`src/rtl/qslp_delay.sv`:
```
// Enabled shift line that carries side data alongside the pipeline.
`timescale 1ns / 1ps
`default_nettype none
module qslp_delay #(
  parameter int WIDTH = 32,
  parameter int DEPTH = 4
) (
  input  wire              clk,
  input  wire              en,
  input  wire  [WIDTH-1:0] din,
  output logic [WIDTH-1:0] dout
);

  logic [WIDTH-1:0] data_r [DEPTH];

  always_ff @(posedge clk) begin
    if (en) begin
      data_r[0] <= din;
      for (int i = 1; i < DEPTH; i++) begin
        data_r[i] <= data_r[i-1];
      end
    end
  end

  assign dout = data_r[DEPTH-1];

endmodule
`default_nettype wire

```
`config.mk`:
```
export PLATFORM = sky130hd
export DESIGN_NAME = qslp_delay
export DESIGN_NICKNAME = d
export VERILOG_FILES = /design/src/rtl/qslp_delay.sv
export SDC_FILE = /design/constraint.sdc
export NUM_CORES = 1
export LEC_CHECK = 0
export ABC_AREA = 0
export BUFFER_PORTS_ARGS = -buffer_cell sky130_fd_sc_hd__clkbuf_2
export CORE_MARGIN = 2
export CORE_UTILIZATION = 49
export CTS_CLUSTER_DIAMETER = 100
export DETAILED_ROUTE_END_ITERATION = 10
export GPL_TIMING_DRIVEN = 0
export PLACE_DENSITY = 0.74
export SLEW_MARGIN = 20
export SYNTH_ARGS = -nofsm -noshare
export SYNTH_HDL_FRONTEND = slang
export SYNTH_SLANG_ARGS = --single-unit
```
`constraint.sdc`:
```
create_clock -name clk -period 0.8 [get_ports clk]
set_input_delay 0.08 -clock clk [delete_from_list [all_inputs] [get_ports clk]]
set_output_delay 0.08 -clock clk [all_outputs]
set_load 0.05 [all_outputs]
```
==> impl_results.md <==
- Outcome: finished with violations
- Failing checks: setup timing
- Critical path type: flip-flop to output port
- Final wirelength: between 4 and 5 mm
- Final net count: 279
- Final hold slack: around 0.12 ns
- Overall routing resource usage: 12.76%
- Syn Nets: roughly 160
- Clock skew: 0.005330 ns
- Layout fillers: 418
- Clock sink count: 128
- Final hold vios: 0
- Vias per std cell: 4.361
- Crit path capture type: output port
- Synth warnings: 0
- Vias in the first global route: between 1500 and 2000
- Largest register by flop count: data_r
- Num rows: 32
- Pwr/cell area: a little over 3000 nW/um^2
- Max Clk Rate: 851.0 MHz
- Largest net degree at the start of global routing: 69
- Post-DP HPWL: 2.394 mm
- CP Data Arrival Time: 1.10 ns
- Wire per inst: about 14 um
- DR iter-0 viols: 130
- Number of max-cap violations: 0
- Worst Tran Pin Value: 0.4767 ns
- Gr ovfl total: 0
- Register-to-Register Path Depth: 0
- Max stage delay on crit path: roughly 0.42 ns
- Critical Path RT: about 0.7 ns
- Layout area overhead: 44.99%
- Hold path cells: 1
- Yosys top cell by area: edfxtp_1
- DRT Pass-1 Iters: 5
- Final setup margin: -0.3751 ns
- Top-area cell type share of the netlist area: 100.0%
- Area of the multi-input gates: 0 um^2
- Die width: roughly 93 um
- Slew margin rel.: between 60% and 70%
- PortBufs: 65
- First-pass GRT wire length: 7.555 mm
- Clk pin slew, worst setup/hold paths: 0.06 ns
- Cell depth of the worst setup path: 1
- Residual DRC: 0
- Core region area: 7647 um^2
- Sequential cell area fraction in the yosys report: 100.0%
- Mean Syn Cell Area: approximately 30 um^2
- CP bufs+invs: 1
- Final setup fails: 32
- LEAKAGE: between 0.002 and 0.0025 uW
- Worst path slowest cell: edfxtp_1
- #FFs+latches synth: 128
- Max Root-Sink Buffers: 2
- Worst setup SP type: flip-flop
- Clk_lat worst skew: 0.50 ns
- Die Ht: about 93 um
- Post-synthesis cell area: 3844 um^2
- Final Max Tran Viols: 0
- Place WS: -0.4190 ns
- Final min period: 1.175 ns
- Max reg flops: about 130
- Count of multi-input gates: 0
- Synth Instances: 128
- Initial antenna violation count: 0
- Inserted Clock Buffers: 17
- Cell family with most CP delay: flip-flops
- Crit-path cells: buf_8
- CTS root buffer: clkbuf_8
- Htree depth: 4
- Tcrit/Tclk final: 146.9%
- Peak supply drop: 1922 uV
- CP max FO: 1
- CTS tree: done
- Hold Path Class: input port to flip-flop
- Layout cells sized above 1: 37.21%
- Register area: 3844 um^2
- Vias: 1570
- Synth cell types: 1
- Diode count: 0
- Initial Utilization: between 50 and 60%
- GPL Wtd Cong: just over 0.7
- # IOs: 66
- Area contributors post-synth: edfxtp_1 (100%)
- ANT nets after route: 0
- Die ar.: between 8000 and 9000 um^2
- Top Registers: data_r: 128 flops
- RSZ-0062 raised after global routing: yes
==> power by group <==
| group | total (uW) | switching, uW | leakage (uW) | internal (uW) |
|---|---|---|---|---|
| registers | 8030 | 122 | 0.00125 | 7910 |
| logic | 898 | 523 | 0.000518 | 375 |
| clock network | 7980 | 2610 | 0.000306 | 5370 |
==> path summary, 6_finish.rpt <==
check	startpoint	end	slack (ns)
max	data_r[3][15]$_DFFE_PP_	dout[15]	-0.38
min	en	data_r[0][6]$_DFFE_PP_	0.12
max reg2reg	data_r[0][28]$_DFFE_PP_	data_r[1][28]$_DFFE_PP_	0.15
min reg2reg	data_r[1][12]$_DFFE_PP_	data_r[2][12]$_DFFE_PP_	0.41
==> through the flow <==
| stage | util [%] | setup TNS, ns | power, uW | instance area (um^2) | std cells |
|---|---|---|---|---|---|
| final | 72.87 | -10.87 | 16910 | 5573 | 360 |
| after global routing | 72.87 | -12.62 | 17480 | 5573 | 360 |
| after CTS | 72.79 | -11.63 | 17020 | 5567 | 360 |
| after detailed placement | 56.66 | -33.05 | 8782 | 4333 | 296 |
| after global placement | 56.18 | -230.49 | 8747 | 4297 | 295 |
| after floorplan | - | 0 | 8450 | 3844 | 128 |
==> cell usage in the layout (no fill, tap or decap), drive strengths merged <==
master	Yosys	layout
buf	0	6
bufinv	0	5
clkbuf	0	78
clkinv	0	8
clkinvlp	0	1
dlygate4sd3	0	32
edfxtp	128	128
==> Yosys cell counts <==
| master | instances |
|---|---|
| edfxtp_1 | 128 |
==> final cells by class <==
class,instances,area share [%]
clock buffers,18,7.499
clock inverters,14,3.862
flip-flops and latches,128,68.97
well taps,102,2.290
repair buffers,98,17.38
==> layer usage <==
| layer | part of all wire (%) | GRT usage [%] |
|---|---|---|
| met5 | 0 | 0 |
| met4 | 2.3 | 7.338 |
| met3 | 4.5 | 6.103 |
| met2 | 56 | 21.59 |
| met1 | 37 | 12.78 |
==> logic make-up (layout without fill, tap and decap cells) <==
family	count (synthesis)	in the layout	share of synthesized area, %
buffers and inverters	0	130	0
flip-flops	128	128	100.0
==> repair_timing <==
item | CTS | global route
gates cloned | 0 | 0
hold buffers | 32 | 0
setup endpoints to repair | 32 | 32
hold endpoints to repair | 32 | 0
resized for setup | 64 | 5
buffers inserted | 0 | 0
Power figures use the tool's default switching activity.
