==> src/rtl/qslp_isqrt.sv <==
// Pipelined integer square root, one root bit per stage, 32 stages.
`timescale 1ns / 1ps
`default_nettype none
module qslp_isqrt (
  input  wire         clk,
  input  wire         en,
  input  wire  [63:0] rad,
  output logic [31:0] root
);

  logic [63:0] v_r   [32];
  logic [63:0] res_r [32];

  for (genvar k = 0; k < 32; k++) begin : g_stage
    localparam logic [63:0] BIT = 64'd1 << (62 - 2 * k);
    logic [63:0] v_in, r_in;
    logic [64:0] trial;

    if (k == 0) begin : g_first
      assign v_in = rad;
      assign r_in = '0;
    end else begin : g_next
      assign v_in = v_r[k-1];
      assign r_in = res_r[k-1];
    end

    assign trial = {1'b0, r_in} + {1'b0, BIT};

    always_ff @(posedge clk) begin
      if (en) begin
        if ({1'b0, v_in} >= trial) begin
          v_r[k]   <= v_in - trial[63:0];
          res_r[k] <= (r_in >> 1) + BIT;
        end else begin
          v_r[k]   <= v_in;
          res_r[k] <= r_in >> 1;
        end
      end
    end
  end

  assign root = res_r[31][31:0];

endmodule
`default_nettype wire

==> config.mk <==
export PLATFORM = sky130hd
export DESIGN_NAME = qslp_isqrt
export DESIGN_NICKNAME = d
export VERILOG_FILES = /design/src/rtl/qslp_isqrt.sv
export SDC_FILE = /design/constraint.sdc
export NUM_CORES = 2
export LEC_CHECK = 0
export BUFFER_PORTS_ARGS = -buffer_cell sky130_fd_sc_hd__buf_2
export CAP_MARGIN = 25
export CORE_MARGIN = 4
export CORE_UTILIZATION = 35
export CTS_BUF_LIST = sky130_fd_sc_hd__clkbuf_8
export CTS_CLUSTER_DIAMETER = 80
export DETAILED_ROUTE_END_ITERATION = 7
export GPL_ROUTABILITY_DRIVEN = 0
export GPL_TIMING_DRIVEN = 0
export HOLD_SLACK_MARGIN = 0.03
export PLACE_DENSITY = 0.46
export SYNTH_ARGS = -nofsm -noshare
export SYNTH_HDL_FRONTEND = slang
export SYNTH_SLANG_ARGS = --single-unit
==> constraint.sdc <==
create_clock -name clk -period 5.6 [get_ports clk]
set_clock_uncertainty 0.2 [all_clocks]
set_input_delay 0.28 -clock clk [delete_from_list [all_inputs] [get_ports clk]]
set_output_delay 0.28 -clock clk [all_outputs]
set_load 0.02 [all_outputs]
==> results.sh <==
export IMPL_power_share_combinational=0.214
export IMPL_initial_antenna_violation_count=18
export IMPL_clk_pin_slew_ns=0.06
export IMPL_layoutNonFillerInstCount=15380
export IMPL_route_antenna_remaining_nets=0
export IMPL_post_synth_most_frequent_cells="2,512 x sky130_fd_sc_hd__edfxtp_1, 737 x sky130_fd_sc_hd__nand2_1, 670 x sky130_fd_sc_hd__inv_1"
export IMPL_synth_top_flop_cell="sky130_fd_sc_hd__edfxtp_1"
export IMPL_overflow=0
export IMPL_crit_required_ns=6.07
export IMPL_synth_largest_area_cell="sky130_fd_sc_hd__edfxtp_1"
export IMPL_max_slew_worst_pin_slew_ns=1.236
export IMPL_wl_mm=344.7
export IMPL_cts_tree="done"
export IMPL_async_reset_ff_frac=0
export IMPL_critPathBufInv=2
export IMPL_cts_htree_levels=5
export IMPL_power_share_switching=0.3135
export IMPL_synth_enable_flop_cells=2512
export IMPL_worstPathArrival_ns=6.01
export IMPL_route_vias_total=80450
export IMPL_crit_path_max_fanout=7
export IMPL_netlist_area_sq_um=121000
export IMPL_route_detailed_drc=0
export IMPL_crit_reg2reg_launch="res_r[1][486]"
export IMPL_dpl_hpwl_mm=265.5
export IMPL_min_path_type="register to register"
export IMPL_number_of_distinct_library_cells_after_synthesis=85
export IMPL_endpoint_kind="register"
export IMPL_maximum_capacitance_violations=0
export IMPL_hold_path_depth=0
export IMPL_placement_rows=215
export IMPL_clock_sinks=2512
export IMPL_die_width_um=596.1
export IMPL_power_switching_mw=17.04
export IMPL_finalMaxSlewViolations=0
export IMPL_io_pin_count=98
export IMPL_cts_max_path_buffers=4
export IMPL_drive_above_1_share=0.08530
export IMPL_routed_wire_per_std_cell_um=22.42
export IMPL_synthesis_yosys_warnings=0
export IMPL_clk_root_buffer_cell="sky130_fd_sc_hd__clkbuf_8"
export IMPL_grt_pass1_vias=79490
export IMPL_postPlaceCellArea_sq_um=128200
export IMPL_path_cells="inv_1 -> ha_1 -> clkbuf_1 -> and4_1 -> nand3_1 -> or4_1 -> nor4_1 -> a2111oi_0 -> o41a_1 -> a211oi_2 -> nand3b_1 -> nor2_1 -> xor2_1"
export IMPL_reg2reg_to="v_r[1][570]"
export IMPL_floorplan_initialDensity=0.3521
export IMPL_rrSetupSlack_ns=0.06
export IMPL_power_share_sequential=0.477
export IMPL_dp_worst_setup_slack_ns=0.2573
export IMPL_slew_headroom=0.1700
export IMPL_met1_usage=0.2484
export IMPL_grt_max_degree=76
export IMPL_grt_met3_usage=0.04040
export IMPL_r2r_cells=13
export IMPL_slowest_delay_ns=0.89
export IMPL_setup_viol_count_final=0
export IMPL_min_delay_start="v_r[0][797]"
export IMPL_outcome="completed"
export IMPL_slowest_stage="sky130_fd_sc_hd__xor2_1"
export IMPL_nets=11080
export IMPL_fmaxAchievable_mhz=180.6
export IMPL_timing_worst_setup_path_type="register to register"
export IMPL_placed_cells_incl_taps=14430
export IMPL_area_growth_syn_to_layout_pct=14.26
export IMPL_synth_seq_area_share=0.6232
export IMPL_max_vdd_ir_drop_mv=0.2499
export IMPL_cts_made_buffers=432
export IMPL_timing_final_hold_violations=0
export IMPL_clk_insertion_delay_late_ns=1.15
export IMPL_dr_pass1_iters=6
export IMPL_cellLeakagePower_nw=51.29
export IMPL_detail_route_iter0_violations=6951
export IMPL_area_share_of_the_leading_cell_type_in_the_synthesized_netlist=0.6232
export IMPL_grt_met2_usage=0.3130
export IMPL_period_needed_ns=5.536
export IMPL_power_density_nw_per_um2=393.0
export IMPL_gr_max_usage_layer="met2"
export IMPL_post_synth_cell_area_avg_sq_um=12.44
export IMPL_critical_path_top_delay_family="simple AND/OR/NAND/NOR gates"
export IMPL_post_synth_top_count_cell="sky130_fd_sc_hd__edfxtp_1"
export IMPL_layout_setup_ws_ns=0.06412
export IMPL_post_synth_main_area_contributors="sky130_fd_sc_hd__edfxtp_1 62%, sky130_fd_sc_hd__ha_1 5.8%, sky130_fd_sc_hd__xnor2_1 3.4%, sky130_fd_sc_hd__xor2_1 3.1%, sky130_fd_sc_hd__nand2_1 2.3%"
export IMPL_power_share_clock=0.309
export IMPL_die_area_sq_um=355300
export IMPL_post_route_cell_area_sq_um=138300
export IMPL_period_share=0.9886
export IMPL_whs_endpoint="v_r[0][861]"
export IMPL_total_of_flip_flops_plus_latches_after_synthesis=2512
export IMPL_internal_power_mw=37.31
export IMPL_postLayoutCoreUtil=0.4022
export IMPL_place_port_buffers=97
export IMPL_first_pass_grt_wire_length_mm=511.8
export IMPL_route_detailed_vias_per_inst=5.232
export IMPL_track_usage=0.1887
export IMPL_postSynthNetCount=10350
export IMPL_timing_critical_path_from_type="register"
export IMPL_setup_repair_after_global_routing_missed_its_margin="false"
export IMPL_placeableCoreArea_sq_um=343800
export IMPL_syn_inst=9729
export IMPL_hold_ws_ns=0.1665
export IMPL_die_h_um=596.1
==> worst max path at each step <==
stage                  startpoint             to  slack (ns)  cells past startpoint
floorplan                      en  res_r[1][650]        1.32                      4
global placement               en     v_r[1][11]       -4.35                      5
detailed placement    v_r[1][498]    v_r[1][568]        0.26                     10
CTS                   v_r[1][498]    v_r[1][568]        0.20                     10
global route        res_r[1][486]    v_r[1][570]       0.008                     13
finish              res_r[1][486]    v_r[1][570]        0.06                     13
==> through the flow <==
| stage | TNS [ns] | power [mW] |
|---|---|---|
| 2_1_floorplan | 0 | 33.51 |
| 3_3_place_gp | -8137.32 | 37.59 |
| 3_5_place_dp | 0 | 37.60 |
| 4_1_cts | 0 | 54.82 |
| 5_1_grt | 0 | 57.32 |
| 6_report | 0 | 54.35 |
==> power by group through the flow <==
stage / sequential (mW) / combinational [mW] / clock (mW)
after floorplan: 25.2 / 8.28 / 0
after global placement: 26.4 / 11.2 / 0
after detailed placement: 26.3 / 11.3 / 0
after CTS: 25.9 / 11.5 / 17.4
after global routing: 26.1 / 12.9 / 18.3
final: 25.9 / 11.6 / 16.8
==> layout by cell type (no fill, tap or decap), drive strengths merged, types with 84 or more instances in the layout <==
cell type	count
edfxtp	2512
inv	785
nand2	737
clkbuf	641
nor2	561
ha	558
o21ai	551
a21oi	518
xnor2	473
xor2	422
nor4	371
nor3	269
a21o	229
clkinv	187
nand4	182
nand3	175
buf	169
dlygate4sd3	140
nand2b	123
or3	100
or4	90
o21a	84
==> metal layers <==
metal	wire [um]	part of all wire
met2	162900	0.47
met3	22880	0.066
met1	149400	0.43
met4	9478	0.027
met5	22	0.000064
==> final cells by class <==
cell class | instances | area, sq um
Fill cell | 32440 | 205500
Sequential cell | 2512 | 75430
Multi-Input combinational cell | 6326 | 42260
Clock buffer | 438 | 6028
Tap cell | 4557 | 5702
Timing Repair Buffer | 292 | 2799
Clock inverter | 350 | 2557
Inverter | 671 | 2519
Buffer | 220 | 969.7
Antenna cell | 11 | 27.53
==> sequential cells by signal, summed over array words and instances, names as in the netlist <==
name,count
v_r,1984
res_r,528
==> cell families after synthesis <==
group	after synthesis	share of synthesized area
buffers and inverters	891	0.02780
adders and majority gates	558	0.05768
DFF	2512	0.6232
muxes	76	0.006926
and+or+nand+nor	2997	0.1281
AOI/OAI and AO/OA	1800	0.09148
xor gates and xnor gates	895	0.06477
==> timing repair <==
item,4_1_cts,5_1_grt
resized for setup,0,2
setup buffers,0,0
hold buffers,140,0
setup endpoints to repair,0,11
hold endpoints to repair,83,0
Power figures use the tool's default switching activity.
